`config.mk`:
```
export PLATFORM = sky130hd
export DESIGN_NAME = bur_datapath
export DESIGN_NICKNAME = d
export VERILOG_FILES = /design/src/hdl/bur_pkg.sv /design/src/hdl/bur_fifo.sv /design/src/hdl/bur_datapath.sv
export SDC_FILE = /design/constraint.sdc
export NUM_CORES = 2
export LEC_CHECK = 0
export BUFFER_PORTS_ARGS = -buffer_cell sky130_fd_sc_hd__buf_4
export CORE_ASPECT_RATIO = 1.2
export CORE_MARGIN = 8
export CORE_UTILIZATION = 40
export CTS_CLUSTER_DIAMETER = 120
export CTS_CLUSTER_SIZE = 20
export DETAILED_ROUTE_END_ITERATION = 12
export GPL_TIMING_DRIVEN = 1
export PLACE_DENSITY = 0.54
export RECOVER_POWER = 25
export SLEW_MARGIN = 30
export SYNTH_ARGS = -nofsm -noshare
export SYNTH_HDL_FRONTEND = slang
export SYNTH_HIERARCHICAL = 1
export SYNTH_SLANG_ARGS = --single-unit
```
`constraint.sdc`:
```
create_clock -name clk_i -period 8.59 [get_ports clk_i]
set_clock_uncertainty 0.1 [all_clocks]
set_input_delay 1.718 -clock clk_i [delete_from_list [all_inputs] [get_ports clk_i]]
set_output_delay 1.718 -clock clk_i [all_outputs]
set_load 0.005 [all_outputs]
```
`src/hdl/bur_pkg.sv`:
```
package bur_pkg;

  // Item kinds
  localparam logic [1:0] MODE_BUS_READ  = 2'd0;
  localparam logic [1:0] MODE_BUS_WRITE = 2'd1;
  localparam logic [1:0] MODE_LINK_RX   = 2'd2;
  localparam logic [1:0] MODE_LINK_TAKE = 2'd3;

  // Register numbers with side effects
  localparam logic [3:0] REG_STATUS  = 4'd1;
  localparam logic [3:0] REG_RX_DATA = 4'd2;
  localparam logic [3:0] REG_TX_DATA = 4'd3;
  localparam logic [3:0] REG_DIV_LO  = 4'd4;
  localparam logic [3:0] REG_DIV_MID = 4'd5;
  localparam logic [3:0] REG_DIV_HI  = 4'd6;

  // Status bits merged into reads of the status register
  localparam logic [7:0] ST_TX_FULL  = 8'h08;
  localparam logic [7:0] ST_RX_FULL  = 8'h10;
  localparam logic [7:0] ST_TX_EMPTY = 8'h20;
  localparam logic [7:0] ST_RX_EMPTY = 8'h40;
  localparam logic [7:0] ST_MASK     =
    8'hFF & ~(ST_TX_FULL | ST_RX_FULL | ST_TX_EMPTY | ST_RX_EMPTY);

  localparam logic [7:0] EMPTY_PEEK = 8'hFF;

  // Controller to datapath commands
  typedef struct packed {
    logic load;  // capture request, sample FIFO heads
    logic exec;  // apply request, register result
  } bur_cmd_t;

endpackage

```
`src/hdl/bur_fifo.sv`:
```
module bur_fifo #(
  parameter int DEPTH = 256
) (
  input  logic       clk_i,
  input  logic       rst_ni,
  input  logic       load_i,
  input  logic       push_i,
  input  logic       pop_i,
  input  logic [7:0] wdata_i,
  output logic [7:0] rdata_o,
  output logic       full_o,
  output logic       empty_o
);

  localparam int PTR_W = (DEPTH > 1) ? $clog2(DEPTH) : 1;
  localparam int CNT_W = $clog2(DEPTH + 1);
  localparam logic [PTR_W:0]   DEPTH_S = (PTR_W + 1)'(DEPTH);
  localparam logic [PTR_W-1:0] LAST    = PTR_W'(DEPTH - 1);
  localparam logic [CNT_W-1:0] FULL_C  = CNT_W'(DEPTH);

  logic [7:0]       mem [DEPTH];
  logic [7:0]       rdata_q;
  logic [PTR_W-1:0] head_q, head_d;
  logic [CNT_W-1:0] count_q, count_d;
  logic [PTR_W:0]   sum;
  logic [PTR_W-1:0] waddr;
  logic             push_ok, pop_ok;

  assign full_o  = (count_q == FULL_C);
  assign empty_o = (count_q == '0);
  assign push_ok = push_i & ~full_o;
  assign pop_ok  = pop_i & ~empty_o;

  // tail = head + count, wrapped once
  always_comb begin
    sum = {1'b0, head_q} + {1'b0, count_q[PTR_W-1:0]};
    if (sum >= DEPTH_S) begin
      sum = sum - DEPTH_S;
    end
    waddr = sum[PTR_W-1:0];
  end

  always_comb begin
    head_d  = head_q;
    count_d = count_q;
    if (push_ok) begin
      count_d = count_q + CNT_W'(1);
    end else if (pop_ok) begin
      head_d  = (head_q == LAST) ? '0 : head_q + PTR_W'(1);
      count_d = count_q - CNT_W'(1);
    end
  end

  always_ff @(posedge clk_i or negedge rst_ni) begin
    if (!rst_ni) begin
      head_q  <= '0;
      count_q <= '0;
    end else begin
      head_q  <= head_d;
      count_q <= count_d;
    end
  end

  always_ff @(posedge clk_i) begin
    if (push_ok) begin
      mem[waddr] <= wdata_i;
    end
  end

  always_ff @(posedge clk_i) begin
    if (load_i) begin
      rdata_q <= mem[head_q];
    end
  end

  assign rdata_o = rdata_q;

endmodule

```
`src/hdl/bur_datapath.sv`:
```
module bur_datapath import bur_pkg::*; #(
  parameter int FIFO_DEPTH = 256,
  parameter int REG_COUNT  = 16
) (
  input  logic       clk_i,
  input  logic       rst_ni,
  input  bur_cmd_t   cmd_i,
  input  logic [1:0] mode_i,
  input  logic [3:0] reg_index_i,
  input  logic [7:0] data_byte_i,
  output logic [7:0] read_data_o,
  output logic       link_byte_valid_o,
  output logic [7:0] link_byte_o,
  output logic       dropped_o,
  output logic [23:0] baud_div_o
);

  localparam int RIDX_W = $clog2(REG_COUNT);
  localparam logic [4:0] REG_LIMIT = 5'(REG_COUNT);

  logic [1:0] mode_q;
  logic [3:0] idx_q;
  logic [7:0] data_q;
  logic [7:0] rf_q [REG_COUNT];

  logic [7:0] read_data_q, read_data_d;
  logic [7:0] link_byte_q, link_byte_d;
  logic       link_valid_q, link_valid_d;
  logic       dropped_q, dropped_d;

  logic       idx_ok, rf_we;
  logic [7:0] rf_rd;
  logic       rx_push, rx_pop, tx_push, tx_pop;
  logic [7:0] rx_head, tx_head;
  logic       rx_full, rx_empty, tx_full, tx_empty;
  logic [7:0] status;

  bur_fifo #(.DEPTH(FIFO_DEPTH)) u_rx_fifo (
    .clk_i   (clk_i),
    .rst_ni  (rst_ni),
    .load_i  (cmd_i.load),
    .push_i  (rx_push),
    .pop_i   (rx_pop),
    .wdata_i (data_q),
    .rdata_o (rx_head),
    .full_o  (rx_full),
    .empty_o (rx_empty)
  );

  bur_fifo #(.DEPTH(FIFO_DEPTH)) u_tx_fifo (
    .clk_i   (clk_i),
    .rst_ni  (rst_ni),
    .load_i  (cmd_i.load),
    .push_i  (tx_push),
    .pop_i   (tx_pop),
    .wdata_i (data_q),
    .rdata_o (tx_head),
    .full_o  (tx_full),
    .empty_o (tx_empty)
  );

  // Hold the request until it is applied
  always_ff @(posedge clk_i) begin
    if (cmd_i.load) begin
      mode_q <= mode_i;
      idx_q  <= reg_index_i;
      data_q <= data_byte_i;
    end
  end

  assign idx_ok = ({1'b0, idx_q} < REG_LIMIT);
  assign rf_rd  = idx_ok ? rf_q[idx_q[RIDX_W-1:0]] : 8'h00;
  assign status = (tx_full  ? ST_TX_FULL  : 8'h00) | (rx_full  ? ST_RX_FULL  : 8'h00) |
                  (tx_empty ? ST_TX_EMPTY : 8'h00) | (rx_empty ? ST_RX_EMPTY : 8'h00);

  always_comb begin
    read_data_d  = 8'h00;
    link_valid_d = 1'b0;
    link_byte_d  = 8'h00;
    dropped_d    = 1'b0;
    rf_we        = 1'b0;
    rx_push      = 1'b0;
    rx_pop       = 1'b0;
    tx_push      = 1'b0;
    tx_pop       = 1'b0;
    if (cmd_i.exec) begin
      unique case (mode_q)
        MODE_BUS_READ: begin
          if (idx_q == REG_STATUS) begin
            read_data_d = status | (rf_q[REG_STATUS[RIDX_W-1:0]] & ST_MASK);
          end else if (idx_q == REG_RX_DATA) begin
            read_data_d = rx_empty ? EMPTY_PEEK : rx_head;
          end else begin
            read_data_d = rf_rd;
          end
        end
        MODE_BUS_WRITE: begin
          if (idx_ok) begin
            rf_we = 1'b1;
            if (idx_q == REG_RX_DATA) begin
              rx_pop = 1'b1;
            end else if (idx_q == REG_TX_DATA) begin
              tx_push   = 1'b1;
              dropped_d = tx_full;
            end
          end
        end
        MODE_LINK_RX: begin
          rx_push   = 1'b1;
          dropped_d = rx_full;
        end
        MODE_LINK_TAKE: begin
          if (!tx_empty) begin
            link_valid_d = 1'b1;
            link_byte_d  = tx_head;
            tx_pop       = 1'b1;
          end
        end
        default: begin
        end
      endcase
    end
  end

  always_ff @(posedge clk_i or negedge rst_ni) begin
    if (!rst_ni) begin
      for (int i = 0; i < REG_COUNT; i++) begin
        rf_q[i] <= 8'h00;
      end
    end else if (rf_we) begin
      rf_q[idx_q[RIDX_W-1:0]] <= data_q;
    end
  end

  always_ff @(posedge clk_i) begin
    if (cmd_i.exec) begin
      read_data_q  <= read_data_d;
      link_valid_q <= link_valid_d;
      link_byte_q  <= link_byte_d;
      dropped_q    <= dropped_d;
    end
  end

  assign read_data_o       = read_data_q;
  assign link_byte_valid_o = link_valid_q;
  assign link_byte_o       = link_byte_q;
  assign dropped_o         = dropped_q;
  assign baud_div_o        = {rf_q[REG_DIV_HI[RIDX_W-1:0]], rf_q[REG_DIV_MID[RIDX_W-1:0]],
                              rf_q[REG_DIV_LO[RIDX_W-1:0]]};

endmodule

```
# Yosys cells after proc, flatten, opt, wreduce, memory -nomap -nowiden
# Memory sizes are Yosys's and may differ from the RTL's. A register that Yosys moved wholly into a read port is not among the register bits.
# Index checks and enable logic that the tools add are counted.
[op_classes] n_mux=42 magnitude_cmp=4 bitwise=16 n_eq_ne=10 reduce_logical=9 add_sub_neg=10
[ops] cell="128-bit bitwise mux" n=1
[ops] cell="8-bit 2-to-1 mux" n=10
[ops] cell="9-bit 2-to-1 mux" n=4
[ops] cell="8-bit binary-select mux with 4-bit select" n=1
[ops] cell="8-bit demux with 4-bit select" n=1
[ops] cell="1-bit 2-to-1 mux" n=20
[ops] cell="8-bit by 8-bit adder with 9-bit output" n=2
[ops] cell="9-bit by 1-bit adder with 9-bit output (second input constant)" n=2
[ops] cell="9-bit == test (second input constant)" n=2
[ops] cell="9-bit >= comparator (second input constant)" n=2
[ops] cell="9-bit zero test" n=2
[ops] cell="9-bit by 1-bit subtractor with 9-bit output (second input constant)" n=2
[ops] cell="8-bit by 1-bit adder with 8-bit output (second input constant)" n=2
[ops] cell="8-bit == test (second input constant)" n=2
[ops] cell="8-bit by 1-bit subtractor with 8-bit output (second input constant)" n=2
[ops] cell="4-bit by 2-bit == test with 1-bit output (second input constant)" n=2
[ops] cell="7-bit by 8-bit OR with 8-bit output" n=1
[ops] cell="7-bit 2-to-1 mux" n=1
[ops] cell="1-bit inverter" n=7
[ops] cell="6-bit by 7-bit OR with 7-bit output" n=1
[ops] cell="6-bit 2-to-1 mux" n=1
[ops] cell="5-bit by 6-bit OR with 6-bit output" n=1
[ops] cell="5-bit >= comparator (second input constant)" n=1
[ops] cell="5-bit by 1-bit < comparator with 1-bit output (second input constant)" n=1
[ops] cell="other kinds (14)" n=20
[word_totals] mem_bits_rw=4096 output_inout_bits=42 memories=2 reg_bits=194 in_bits=18 wordCells=120
[mem_list] memory="u_rx_fifo.mem" words=256 word_bits=8 rd=1 rd_clocked_by_memory_dff=1 wr=1 line="bur_fifo.sv:21" source="logic [7:0] mem [DEPTH];"
[mem_list] memory="u_tx_fifo.mem" words=256 word_bits=8 rd=1 rd_clocked_by_memory_dff=1 wr=1 line="bur_fifo.sv:21"

# Longest topological paths before layout
[logic_depth] depth_word=8 ltp_mapped=15

# Hierarchy
# Netlist, hierarchy kept.
[by_module_without_submodules] mod="bur_fifo at u_tx_fifo" area_per_inst_um2=81194.1 seq_area_each_um2=62164.6 cells_each=3750 n_inst=1
[by_module_without_submodules] mod="bur_fifo at u_rx_fifo" area_per_inst_um2=81142.8 seq_area_each_um2=62164.6 cells_each=3749 n_inst=1
[by_module_without_submodules] mod="bur_datapath" area_per_inst_um2=7350.8 seq_area_each_um2=4063.9 cells_each=512 n_inst=1

# Worst setup path after synthesis
# OpenSTA, ideal clock, no wires.
[synth_path] path_type="reg2reg" start="register data_q[0]" end="memory u_rx_fifo.mem[0][0] (data pin)" stages_incl_launch_ff=1 arrival_time_ps=6236 n_path_buf=0 path_slack_ps=802 required_time_ps=7038 synth_period_minus_slack_ps=7788 setup_time_ps=1452 path_cell_list="edfxtp_1"
[synth_lines] element="start, declared" line="bur_datapath.sv:23" source="logic [7:0] data_q;"
[synth_lines] element="start signal, assigned" line="bur_datapath.sv:67" source="data_q <= data_byte_i;"
[synth_lines] element="end, declared" line="bur_fifo.sv:21"
# No word-level cell before the write port.

# Worst setup path in the final report
[layout_path] start="register data_q[5]" end="memory u_tx_fifo.mem[189][5] (data pin)"
[layout_lines] element="end, declared" line="bur_fifo.sv:21"
# No word-level cell before the write port.

==> reports/results.ini <==
[power]
total_power_mw=49.15
power_frac_seq_pct=48.6
p_leak_nw=55.93
p_int_mw=33.14
comb_power_share_pct=27.8
p_sw_mw=16.01
vdd_drop_max_v=0.0005880
p_per_area_mw_per_mm2=264.5
clock_power_share_pct=23.6
swShare_pct=32.57

[detailed_routing]
viasPerCell=5.878
drt-initial-drc-count=8725
ant_nets=0
first_pass_iters=5
wl_per_cell_um=32.63
drc=0
routed_wl_mm=450.3
via_count=81110

[yosys]
yosys_warnings=6
synth_area_per_cell_um2=21.18
syn_area_mm2=0.1697
ys_seq_elements=4302
synth_edf_count=4144
syn_nets=8067
ys.flop_type=edfxtp_1
synth_cells=8011
ys_async_sr_fraction_pct=3.673
yosysSeqAreaShare_pct=75.66
synth_cell_types=71

[grt]
antenna_found_initial=9
grt_pass1_vias=83470
grt_overflow=0
grt_usage_pct=19.77
grt_pass1_wl_mm=643.2
grt_max_degree=193

[placed_design]
io_buffers=59
gp_congestion=0.8077
dpl_cell_area_mm2=0.1784
hpwl_mm=271.4
dp_slack_ns=2.282
post-place-cells=13470

[cells_and_area]
area_delta_synth_final_pct=9.496
final_area_mm2=0.1858
seqCellArea_mm2=0.1284
layout-drive-gt1-share_pct=28.84
multi_input_area_mm2=0.04062
fin_nets=8097
finalNonFillerCells=13800
fillCellCount=35570
final_core_util_pct=43.90

[run_status]
status=complete, but fails checks
violations=capacitance limit, slew limit

[setup_path]
crit_type=flip-flop to flip-flop
start_kind=flip-flop
crit_buf_inv=2
critical_path_depth=2
crit_chain=clkbuf_1, clkbuf_1
cpPeakStageDelay_ns=2.76
cp-end-kind=flip-flop
ff2ff_path_depth=2
slowest_stage=clkbuf_1
crit_family=buffers and inverters
worst_path_most_repeated_cell=clkbuf_1
arrival_ns=6.38
critPathRequiredTime_ns=8.67
crit_fanout=64

[die]
floorplan.initialDensity_pct=40.10
rows=262
coreArea_mm2=0.4232
ios=60
die_w_um=610.6
die_area_mm2=0.4454
fp.dieH_um=729.5

[sta]
hold_slack_ns=0.4074
fin_crit_ns=6.305
fmax_mhz=158.6
tightest_slew_ns=5.135
rsz0062_at_grt=no
slew-limit-headroom_pct=-242.4
finalMaxSlewViolations=1284
setup_viol=0
setup_tns_ns=0
fin_ws_ns=2.285
final.period_utilization_pct=73.40
final_hold_viol_count=0

[clocking]
clkTransAtPathRegs_ns=0.08
clk-insertion-delay-late_ns=0.99
clock-root-buffer=clkbuf_16
ctsHtreeMaxLevel=4
ctsHoldBuffers=0
cts.sinks=4302
cts_buffers=237
clockBufferDepth=4
cts_tree=built
ctsResizeCount=0
post_cts.repair.setup_buffers=0

[worst_hold_path]
hold_depth=1
hold_path.class=flip-flop to flip-flop

[job]
cap_violations=19

## worst paths after layout
check                           slack [ns]                         endpoint                  from
worst max-delay path                  2.28  u_tx_fifo/mem[189][5]$_DFFE_PP_   data_q[5]$_DFFE_PP_
worst min-delay path                  0.41             rf_q[50]$_DFFE_PN0P_  rf_q[50]$_DFFE_PN0P_
worst max register to register        2.28  u_tx_fifo/mem[189][5]$_DFFE_PP_   data_q[5]$_DFFE_PP_
worst min register to register        0.41             rf_q[50]$_DFFE_PN0P_  rf_q[50]$_DFFE_PN0P_
max in group asynchronous             2.81  u_rx_fifo/head_q[0]$_DFFE_PN0P_                rst_ni
min in group asynchronous             0.73       baud_div_o[16]$_DFFE_PN0P_                rst_ni
## cell usage in the layout (no fill, tap or decap), types with 11 or more instances in the layout
| cell type | synthesis | final |
|---|---|---|
| clkbuf_1 | 273 | 82 |
| buf_4 | 95 | 293 |
| xnor2_1 | 28 | 26 |
| nand4_1 | 14 | 14 |
| nor2b_1 | 25 | 21 |
| a221oi_1 | 29 | 29 |
| clkbuf_4 | 0 | 11 |
| nand2b_1 | 11 | 11 |
| mux2i_1 | 197 | 197 |
| o211ai_1 | 30 | 30 |
| nor2_1 | 120 | 116 |
| mux4_2 | 1110 | 1110 |
| or2_2 | 36 | 34 |
| nor2_2 | 9 | 13 |
| nor3_1 | 555 | 143 |
| ha_1 | 34 | 34 |
| nor4_1 | 20 | 12 |
| edfxtp_1 | 4144 | 4144 |
| dfrtp_1 | 158 | 149 |
| and2_1 | 32 | 32 |
| a22oi_1 | 114 | 114 |
| nand3_1 | 40 | 40 |
| or3_1 | 17 | 17 |
| nand2_1 | 133 | 133 |
| a21oi_1 | 52 | 51 |
| o22ai_1 | 61 | 61 |
| a2111oi_0 | 13 | 13 |
| a211oi_1 | 40 | 39 |
| a211o_1 | 11 | 11 |
| mux2_2 | 127 | 127 |
| o21ai_0 | 78 | 78 |
| clkbuf_16 | 0 | 239 |
| xor2_1 | 16 | 14 |
| inv_1 | 23 | 23 |
| buf_12 | 0 | 27 |
| o2111ai_1 | 12 | 12 |
| nor3_2 | 3 | 414 |
| a31oi_1 | 18 | 18 |
## sequential cells by signal (all words and copies together), names as in the netlist
signal	cells
link_byte_o	8
idx_q	4
u_rx_fifo/head_q	8
baud_div_o	24
u_tx_fifo/head_q	8
dropped_o	1
u_rx_fifo/count_q	9
link_byte_valid_o	1
u_tx_fifo/mem	2048
u_rx_fifo/rdata_o	8
u_tx_fifo/count_q	9
u_tx_fifo/rdata_o	8
read_data_o	8
data_q	8
rf_q	100
mode_q	2
u_rx_fifo/mem	2048
## metal layers
metal,vias to the layer above,global-route usage (%),share of wire [%]
li1,33430,-,-
met2,2631,34.05,51
met4,2,6.284,3.4
met5,-,0,0.0020
met3,577,2.224,5.2
met1,44460,26.45,40
## synthesized netlist by cell type, types with 52 or more instances
library cell  count  area share (%)
a21oi_1          52            0.15
buf_4            95            0.42
mux2_2          127            0.84
mux4_2         1110              15
clkbuf_1        273            0.60
nand2_1         133            0.29
a22oi_1         114            0.50
buf_1            55            0.12
mux2i_1         197             1.2
o21ai_0          78            0.23
buf_2           135            0.40
nor3_1          555             1.6
nor2_1          120            0.27
dfrtp_1         158             2.3
edfxtp_1       4144              73
o22ai_1          61            0.22
## power groups by stage
stage | registers [mW] | clock network [mW] | logic, mW
detailed placement | 24.3 | 0 | 13.3
global placement | 24.3 | 0 | 12.8
global route | 23.9 | 12.6 | 14.3
floorplan | 24.4 | 0 | 8.29
finish | 23.9 | 11.6 | 13.7
CTS | 23.9 | 12.0 | 13.3
## kinds of logic (layout without fill, tap and decap cells)
logic type,count (synthesis),after routing,synth area share [%]
and+or+nand+nor,1047,1047,3.098
adders and majority gates,38,38,0.2979
buffers and inverters,607,710,1.736
AOI/OAI and AO/OA,539,539,2.239
muxes,1434,1434,16.74
xor gates and xnor gates,44,44,0.2271
DFF,4302,4302,75.66
other,0,8,0
## area by class of cell
cell class | count | share of cell area (%)
antenna | 8 | 0.01077
clock buffer | 299 | 3.329
clock inverter | 13 | 0.1064
inverter | 30 | 0.06869
multi-input combinational | 3102 | 21.86
sequential | 4302 | 69.12
tap | 5676 | 3.822
timing repair buffer | 368 | 1.683
(Power assumes the default switching activity.)
